File: config.mk
export PLATFORM = sky130hd
export DESIGN_NAME = tmc_ctrl
export DESIGN_NICKNAME = d
export VERILOG_FILES = /design/src/design/tmc_pkg.sv /design/src/design/tmc_ctrl.sv
export SDC_FILE = /design/constraint.sdc
export NUM_CORES = 1
export LEC_CHECK = 0
export BUFFER_PORTS_ARGS = -buffer_cell sky130_fd_sc_hd__buf_2
export CORE_MARGIN = 10
export CORE_UTILIZATION = 32
export CTS_CLUSTER_DIAMETER = 50
export DETAILED_ROUTE_END_ITERATION = 12
export PLACE_DENSITY_LB_ADDON = 0.2
export SLEW_MARGIN = 20
export SYNTH_ARGS = -nofsm -noshare
export SYNTH_HDL_FRONTEND = slang
export SYNTH_SLANG_ARGS = --single-unit
export TNS_END_PERCENT = 20
File: constraint.sdc
create_clock -name clk_i -period 1.3 [get_ports clk_i]
set_input_delay 0.13 -clock clk_i [delete_from_list [all_inputs] [get_ports clk_i]]
set_output_delay 0.13 -clock clk_i [all_outputs]
set_load 0.05 [all_outputs]
File: src/design/tmc_pkg.sv
`timescale 1ns / 1ps
// ----------------------------------------------------------------------------
// tmc_pkg
// Shared types, screen geometry and codes for the text mode console.
// ----------------------------------------------------------------------------
package tmc_pkg;

  localparam int COLUMNS  = 80;
  localparam int ROWS     = 25;
  localparam int CELLS    = COLUMNS * ROWS;
  localparam int ADDR_W   = $clog2(CELLS);
  localparam int COL_W    = $clog2(COLUMNS);
  localparam int ROW_W    = $clog2(ROWS);
  localparam int CURSOR_W = 11;

  localparam logic [1:0] FUNC_PUT   = 2'd0;
  localparam logic [1:0] FUNC_CLEAR = 2'd1;
  localparam logic [1:0] FUNC_READ  = 2'd2;

  localparam logic [7:0] CODE_NEWLINE   = 8'd10;
  localparam logic [7:0] CODE_RETURN    = 8'd13;
  localparam logic [7:0] CODE_BACKSPACE = 8'd8;

  localparam logic [7:0] ATTR_RESET = 8'd7;

  typedef struct packed {
    logic [1:0]  func;
    logic [7:0]  char_code;
    logic [10:0] cell_index;
  } tmc_in_t;

  typedef struct packed {
    logic [10:0] cursor_pos;
    logic        scrolled;
    logic [7:0]  cell_char;
    logic [7:0]  cell_attr;
  } tmc_out_t;

  typedef enum logic [2:0] {
    ST_INIT,
    ST_IDLE,
    ST_EXEC,
    ST_SCROLL_RD,
    ST_SCROLL_WR,
    ST_SCROLL_ZERO,
    ST_CLEAR,
    ST_FINISH
  } state_e;

  typedef enum logic [2:0] {
    CUR_HOLD,
    CUR_INC,
    CUR_DEC,
    CUR_NEWLINE,
    CUR_RETURN,
    CUR_HOME,
    CUR_LAST_ROW
  } cur_op_e;

  typedef enum logic [2:0] {
    MEM_NONE,
    MEM_PUT,
    MEM_BACK,
    MEM_ZERO_ALL,
    MEM_ZERO_CHAR,
    MEM_COPY
  } mem_op_e;

  typedef enum logic [1:0] {
    RD_NONE,
    RD_IDX,
    RD_COPY
  } rd_op_e;

  typedef enum logic [1:0] {
    SW_HOLD,
    SW_ZERO,
    SW_INC,
    SW_BOTTOM
  } sweep_op_e;

  typedef struct packed {
    logic      cmd_load;
    cur_op_e   cur_op;
    mem_op_e   mem_op;
    rd_op_e    rd_op;
    sweep_op_e sweep_op;
    logic      set_scrolled;
    logic      out_load;
  } tmc_cmd_t;

  typedef struct packed {
    logic put_chr;
    logic put_nl;
    logic put_cr;
    logic put_bs;
    logic op_clear;
    logic op_read;
    logic idx_ok;
    logic cur_zero;
    logic cur_last_cell;
    logic row_last;
    logic copy_last;
    logic sweep_last;
  } tmc_status_t;

endpackage

File: src/design/tmc_ctrl.sv
`timescale 1ns / 1ps
// ----------------------------------------------------------------------------
// tmc_ctrl
// Command sequencer: accepts transactions, steps the datapath through
// put, scroll, clear and read sequences, and owns the output valid flag.
// ----------------------------------------------------------------------------
module tmc_ctrl (
  input  logic                clk_i,
  input  logic                rst_ni,
  input  logic                in_valid_i,
  output logic                in_stall_o,
  output logic                out_valid_o,
  input  logic                out_stall_i,
  input  tmc_pkg::tmc_status_t status_i,
  output tmc_pkg::tmc_cmd_t    cmd_o
);

  tmc_pkg::state_e state_q, state_d;
  logic            out_valid_q, out_valid_d;
  logic            accept;
  logic            out_free;

  assign in_stall_o  = (state_q != tmc_pkg::ST_IDLE);
  assign accept      = in_valid_i && !in_stall_o;
  assign out_free    = !out_valid_q || !out_stall_i;
  assign out_valid_o = out_valid_q;

  always_ff @(posedge clk_i or negedge rst_ni) begin
    if (!rst_ni) begin
      state_q     <= tmc_pkg::ST_INIT;
      out_valid_q <= 1'b0;
    end else begin
      state_q     <= state_d;
      out_valid_q <= out_valid_d;
    end
  end

  always_comb begin
    out_valid_d = out_valid_q;
    if (out_valid_q && !out_stall_i) out_valid_d = 1'b0;
    if (cmd_o.out_load) out_valid_d = 1'b1;
  end

  // next state
  always_comb begin
    state_d = state_q;
    unique case (state_q)
      tmc_pkg::ST_INIT: begin
        if (status_i.sweep_last) state_d = tmc_pkg::ST_IDLE;
      end
      tmc_pkg::ST_IDLE: begin
        if (accept) state_d = tmc_pkg::ST_EXEC;
      end
      tmc_pkg::ST_EXEC: begin
        state_d = tmc_pkg::ST_FINISH;
        if (status_i.put_chr && status_i.cur_last_cell) state_d = tmc_pkg::ST_SCROLL_RD;
        if (status_i.put_nl && status_i.row_last) state_d = tmc_pkg::ST_SCROLL_RD;
        if (status_i.op_clear) state_d = tmc_pkg::ST_CLEAR;
      end
      tmc_pkg::ST_SCROLL_RD: begin
        state_d = tmc_pkg::ST_SCROLL_WR;
      end
      tmc_pkg::ST_SCROLL_WR: begin
        state_d = status_i.copy_last ? tmc_pkg::ST_SCROLL_ZERO : tmc_pkg::ST_SCROLL_RD;
      end
      tmc_pkg::ST_SCROLL_ZERO: begin
        if (status_i.sweep_last) state_d = tmc_pkg::ST_FINISH;
      end
      tmc_pkg::ST_CLEAR: begin
        if (status_i.sweep_last) state_d = tmc_pkg::ST_FINISH;
      end
      tmc_pkg::ST_FINISH: begin
        if (out_free) state_d = tmc_pkg::ST_IDLE;
      end
      default: state_d = tmc_pkg::ST_INIT;
    endcase
  end

  // outputs
  always_comb begin
    cmd_o              = '0;
    cmd_o.cur_op       = tmc_pkg::CUR_HOLD;
    cmd_o.mem_op       = tmc_pkg::MEM_NONE;
    cmd_o.rd_op        = tmc_pkg::RD_NONE;
    cmd_o.sweep_op     = tmc_pkg::SW_HOLD;
    unique case (state_q)
      tmc_pkg::ST_INIT: begin
        cmd_o.mem_op   = tmc_pkg::MEM_ZERO_ALL;
        cmd_o.sweep_op = tmc_pkg::SW_INC;
      end
      tmc_pkg::ST_IDLE: begin
        cmd_o.cmd_load = accept;
      end
      tmc_pkg::ST_EXEC: begin
        if (status_i.put_chr) begin
          cmd_o.mem_op = tmc_pkg::MEM_PUT;
          if (status_i.cur_last_cell) begin
            cmd_o.cur_op       = tmc_pkg::CUR_LAST_ROW;
            cmd_o.set_scrolled = 1'b1;
            cmd_o.sweep_op     = tmc_pkg::SW_ZERO;
          end else begin
            cmd_o.cur_op = tmc_pkg::CUR_INC;
          end
        end
        if (status_i.put_nl) begin
          if (status_i.row_last) begin
            cmd_o.cur_op       = tmc_pkg::CUR_LAST_ROW;
            cmd_o.set_scrolled = 1'b1;
            cmd_o.sweep_op     = tmc_pkg::SW_ZERO;
          end else begin
            cmd_o.cur_op = tmc_pkg::CUR_NEWLINE;
          end
        end
        if (status_i.put_cr) cmd_o.cur_op = tmc_pkg::CUR_RETURN;
        if (status_i.put_bs && !status_i.cur_zero) begin
          cmd_o.cur_op = tmc_pkg::CUR_DEC;
          cmd_o.mem_op = tmc_pkg::MEM_BACK;
        end
        if (status_i.op_clear) begin
          cmd_o.cur_op   = tmc_pkg::CUR_HOME;
          cmd_o.sweep_op = tmc_pkg::SW_ZERO;
        end
        if (status_i.op_read && status_i.idx_ok) cmd_o.rd_op = tmc_pkg::RD_IDX;
      end
      tmc_pkg::ST_SCROLL_RD: begin
        cmd_o.rd_op = tmc_pkg::RD_COPY;
      end
      tmc_pkg::ST_SCROLL_WR: begin
        cmd_o.mem_op   = tmc_pkg::MEM_COPY;
        cmd_o.sweep_op = status_i.copy_last ? tmc_pkg::SW_BOTTOM : tmc_pkg::SW_INC;
      end
      tmc_pkg::ST_SCROLL_ZERO: begin
        cmd_o.mem_op   = tmc_pkg::MEM_ZERO_ALL;
        cmd_o.sweep_op = tmc_pkg::SW_INC;
      end
      tmc_pkg::ST_CLEAR: begin
        cmd_o.mem_op   = tmc_pkg::MEM_ZERO_CHAR;
        cmd_o.sweep_op = tmc_pkg::SW_INC;
      end
      tmc_pkg::ST_FINISH: begin
        cmd_o.out_load = out_free;
      end
      default: ;
    endcase
  end

endmodule

# Word level (Yosys, flattened, before mapping)
# Index checks and enable logic that the tools add are counted.
dict set report word_totals {
  ff_bits 4
}
dict set report classes {
  n_eq_ne 12
  mux 32
  n_reduce_logical 17
}
# op n
set op_table {}
lappend op_table {{$mux 3} 16}
lappend op_table {{$pmux 3 s7} 1}
lappend op_table {{$eq 3x3->1 const B} 4}
lappend op_table {{$mux 6} 2}
lappend op_table {{$pmux 3 s4} 1}
lappend op_table {{$mux 1} 7}
lappend op_table {{$eq 3x2->1 const B} 2}
lappend op_table {{$logic_and 1x1->1} 6}
lappend op_table {{$mux 2} 3}
lappend op_table {{$ne 2x2->1 const B} 3}
lappend op_table {{$pmux 2 s3} 1}
lappend op_table {{$logic_not 1->1} 4}
lappend op_table {{$pmux 2 s2} 1}
lappend op_table {{$reduce_and 4->1} 1}
lappend op_table {{$reduce_or 2->1} 2}
lappend op_table {{$eq 3x1->1 const B} 1}
lappend op_table {{$logic_not 3->1} 1}
lappend op_table {{$ne 3x1->1 const B} 1}
lappend op_table {{$reduce_or 3->1} 1}
lappend op_table {{$ne 2x1->1 const B} 1}
lappend op_table {{$reduce_bool 2->1} 1}
lappend op_table {{$logic_or 1x1->1} 1}

# Logic depth before layout (Yosys ltp)
dict set report depth {
  word_depth 7
  mapped_depth 4
  mapped_depth_nobuf 3
}

# Worst setup path after synthesis
# Ideal clock, no wire load.
dict set report synth_timing {
  path_kind {register to output}
  from {register state_q[0]}
  to {output port cmd_o[11] in the netlist's numbering}
  t_arrival_ns 1.944
  required_ns 1.170
  setup_slack_ns -0.774
  stages_incl_launch_ff 5
  path_cell_list {dfrtp_1 > buf_4 > nor2_1 > nand2_1 > a211oi_1}
}
# element line
set synth_lines {}
lappend synth_lines {{start: declaration} tmc_ctrl.sv:18} ;# tmc_pkg::state_e state_q, state_d;
lappend synth_lines {{start signal: assignment} tmc_ctrl.sv:30} ;# state_q <= tmc_pkg::ST_INIT;
lappend synth_lines {{start signal: assignment} tmc_ctrl.sv:33} ;# state_q <= state_d;
lappend synth_lines {{end: declaration} tmc_ctrl.sv:15} ;# output tmc_pkg::tmc_cmd_t cmd_o

==> out/metrics.cfg <==
[run_status]
outcome = finished with violations
violations = setup timing

[worst_hold_path]
hold-path-cell-count = 3
hold_path_class = in -> reg

[pwr]
max-vdd-ir-drop_uv = 1080
p_leak_nw = 0.433
power.density_cell_area_nw_per_um2 = 2680
design_power_total_mw = 2.47

[worst_setup_path]
critPathRequiredTime_ps = 1170
worst_r2r_path_depth = 4
critical_path_arrival_ps = 1440
timing.critical_path.fanout_max = 5
cp-endpoint = cmd_o[3]
ff2ff_setup_slack_ps = 0
regToRegEndpoint = state_q[0]$_DFFE_PN0P_
worstSetupStartpointType = register
regToRegStartpoint = state_q[0]$_DFFE_PN0P_
critical_path.endpoint_type = output pin
timing.critical_path.from = state_q[2]$_DFFE_PN0P_
timing.setup.critical_path_class = reg -> out

[clocking]
clk_pin_slew_ps = 40
clock_tree.root_cell = sky130_fd_sc_hd__clkbuf_4
clock_tree.htree_level_count = 1
cts_inserted_buffers = 3
cts_buffer_depth = 2
tritoncts = built
clock_insertion_delay_worst_skew_ps = 230
cts_sinks = 4

[layout]
syn_to_final_growth_pct = 104
fin_cells = 121
share_of_post_route_cells_with_drive_strength_above_1 = 0.642
final_cell_area_sq_um = 922
layout.core_utilization = 0.700
final_net_count = 124
antenna_cells = 0

[synthesis]
synth_enable_flop_cells = 0
flop_and_latch_count_out_of_synthesis = 4
syn_area_sq_um = 452
synth_cells = 62
post_synth_most_frequent_cells = sky130_fd_sc_hd__nor2_1 (7), sky130_fd_sc_hd__nand2_1 (6), sky130_fd_sc_hd__inv_1 (5)
synth_top_cells_by_area = sky130_fd_sc_hd__dfrtp_1 (22%), sky130_fd_sc_hd__nor2_1 (5.8%), sky130_fd_sc_hd__nand2_1 (5.0%), sky130_fd_sc_hd__a21oi_1 (4.4%), sky130_fd_sc_hd__a31oi_1 (4.2%)
yosys_synthesis_warning_count = 0
count_of_distinct_cell_types_in_the_synthesized_netlist = 30
seq_area_frac_synth = 0.222
yosys.cell_count.top_type = sky130_fd_sc_hd__nor2_1
synth_top_cell_area_share = 0.222
syn_nets = 78
postSynth.topFlopCell = sky130_fd_sc_hd__dfrtp_1
ys_async_sr_fraction = 1.00
cell_type_contributing_the_most_total_cell_area_after_synthesis = sky130_fd_sc_hd__dfrtp_1
post_synth.cell_area_avg_sq_um = 7.29

[die]
design.portCount = 31
die_area_sq_um = 3310
initial_core_util = 0.343
die_w_microns = 57.6
floorplan.die.height_microns = 57.6
placeableCoreArea_sq_um = 1320
rows = 13

[placement]
numPortBuffers = 30
hpwl_after_dpl_microns = 1290
numPlacedInstances = 117
dp_worst_setup_slack_ps = -116
post_dp_cell_area_sq_um = 756
routabilityCongestion = 0.743

[timing]
worst_slack_ps = -267
final-max-slew-violation-count = 0
timing_worst_slew_pin_value_ps = 369
finClkSkew_ps = 6.28
hold_slack_ps = 152
timing.final.hold_violations = 0
finalCritPeriodShare = 1.21
timing.final.crit_period_ps = 1570
report.final.setup_viol = 13
grt_setup_unrepaired = yes
totalNegativeSetupSlack_ps = -2200
maxClockFrequency_mhz = 638
timing.max_slew.rel_slack = 0.752

[grt]
grt-ovfl-total = 0
largest_net_degree_at_the_start_of_global_routing = 10
groute.usage.overall = 0.0968
first_global_vias = 620
grt_antenna_before_repair = 0
grt_pass1_wl_microns = 2680

[drt]
route.layer.met1.wl_microns = 632
drt_iter0_drc = 8
topRoutingLayerUsed = met4
wl_met3_microns = 141
wl_per_cell_microns = 13.9
drt_wl_total_microns = 1680
total_met2_wirelength_after_detailed_routing_microns = 881
vias = 622
ant_nets = 0
drt-vias-per-instance = 5.14
post-route-drc-count = 0
firstDrtPassIters = 4

[job]
cap_violations = 0

[layer usage]
layer | vias up | track usage
met5 | - | 0
met4 | 0 | 0.0503
met3 | 2 | 0.0376
met2 | 23 | 0.167
met1 | 290 | 0.0978
li1 | 307 | -
[area by class of cell]
| cell class | count | area, sq um |
|---|---|---|
| clock buffer | 3 | 22.5 |
| inverter | 5 | 18.8 |
| multi-input combinational | 49 | 395 |
| timing repair buffer | 45 | 364 |
| fill | 118 | 395 |
| tap | 15 | 18.8 |
| sequential | 4 | 103 |
[worst min path at each step]
stage	startpoint	to	slack, ps
after global placement	rst_ni	state_q[1]$_DFFE_PN0P_	-60
after detailed placement	rst_ni	state_q[0]$_DFFE_PN0P_	-60
final	out_stall_i	out_valid_o$_DFFE_PN0P_	150
after CTS	out_stall_i	out_valid_o$_DFFE_PN0P_	140
after global routing	out_stall_i	out_valid_o$_DFFE_PN0P_	170
after floorplan	rst_ni	out_valid_o$_DFFE_PN0P_	-170
[power by group]
group	internal (mW)	total [mW]	switching [mW]	leakage (nW)
clock network	0.103	0.152	0.0489	0.0138
registers	0.194	0.292	0.0986	0.0442
logic	0.886	2.03	1.14	0.375
[state kept, by name, indices dropped and copies added (netlist names)]
name         cells
state_q          3
out_valid_o      1
[critical path: stages, from the launching register on]
cell and delay (ps):
sky130_fd_sc_hd__dfrtp_1 410, sky130_fd_sc_hd__and2b_4 270, sky130_fd_sc_hd__buf_6 110, sky130_fd_sc_hd__nor2_1 40
sky130_fd_sc_hd__or2_1 220, sky130_fd_sc_hd__buf_6 160
[timing repair]
item | 4_1_cts | 5_1_grt
endpoints found under the setup margin | 15 | 15
hold buffers | 1 | 0
cloned | 0 | 0
resized for setup | 33 | 7
setup buffers | 0 | 0
hold endpoints to repair | 4 | 0
pin swaps | 3 | 2
[cell usage in the layout, fill, tap and decap left out, drive strengths merged]
cell / instances
or3: 2
nand2b: 2
mux2: 1
buf: 44
nand3: 2
nor4: 1
nand3b: 2
a22oi: 1
nor2b: 2
a221oi: 1
a31oi: 3
o31ai: 1
a211oi: 2
nand2: 6
nor2: 7
clkbuf: 3
a21oi: 4
nor3b: 1
dlygate4sd3: 1
inv: 5
nor3: 2
o21ai: 1
or2: 1
o21a: 2
o211ai: 1
dfrtp: 4
o32ai: 1
and2: 2
and2b: 1
[logic make-up (layout without fill, tap and decap cells)]
family,after synthesis,count (layout),share of synthesized area
DFF,4,4,0.222
AOI/OAI and AO/OA,17,17,0.266
and+or+nand+nor,31,31,0.368
muxes,1,1,0.0332
buffers and inverters,9,53,0.111
Power figures use the tool's default switching activity.
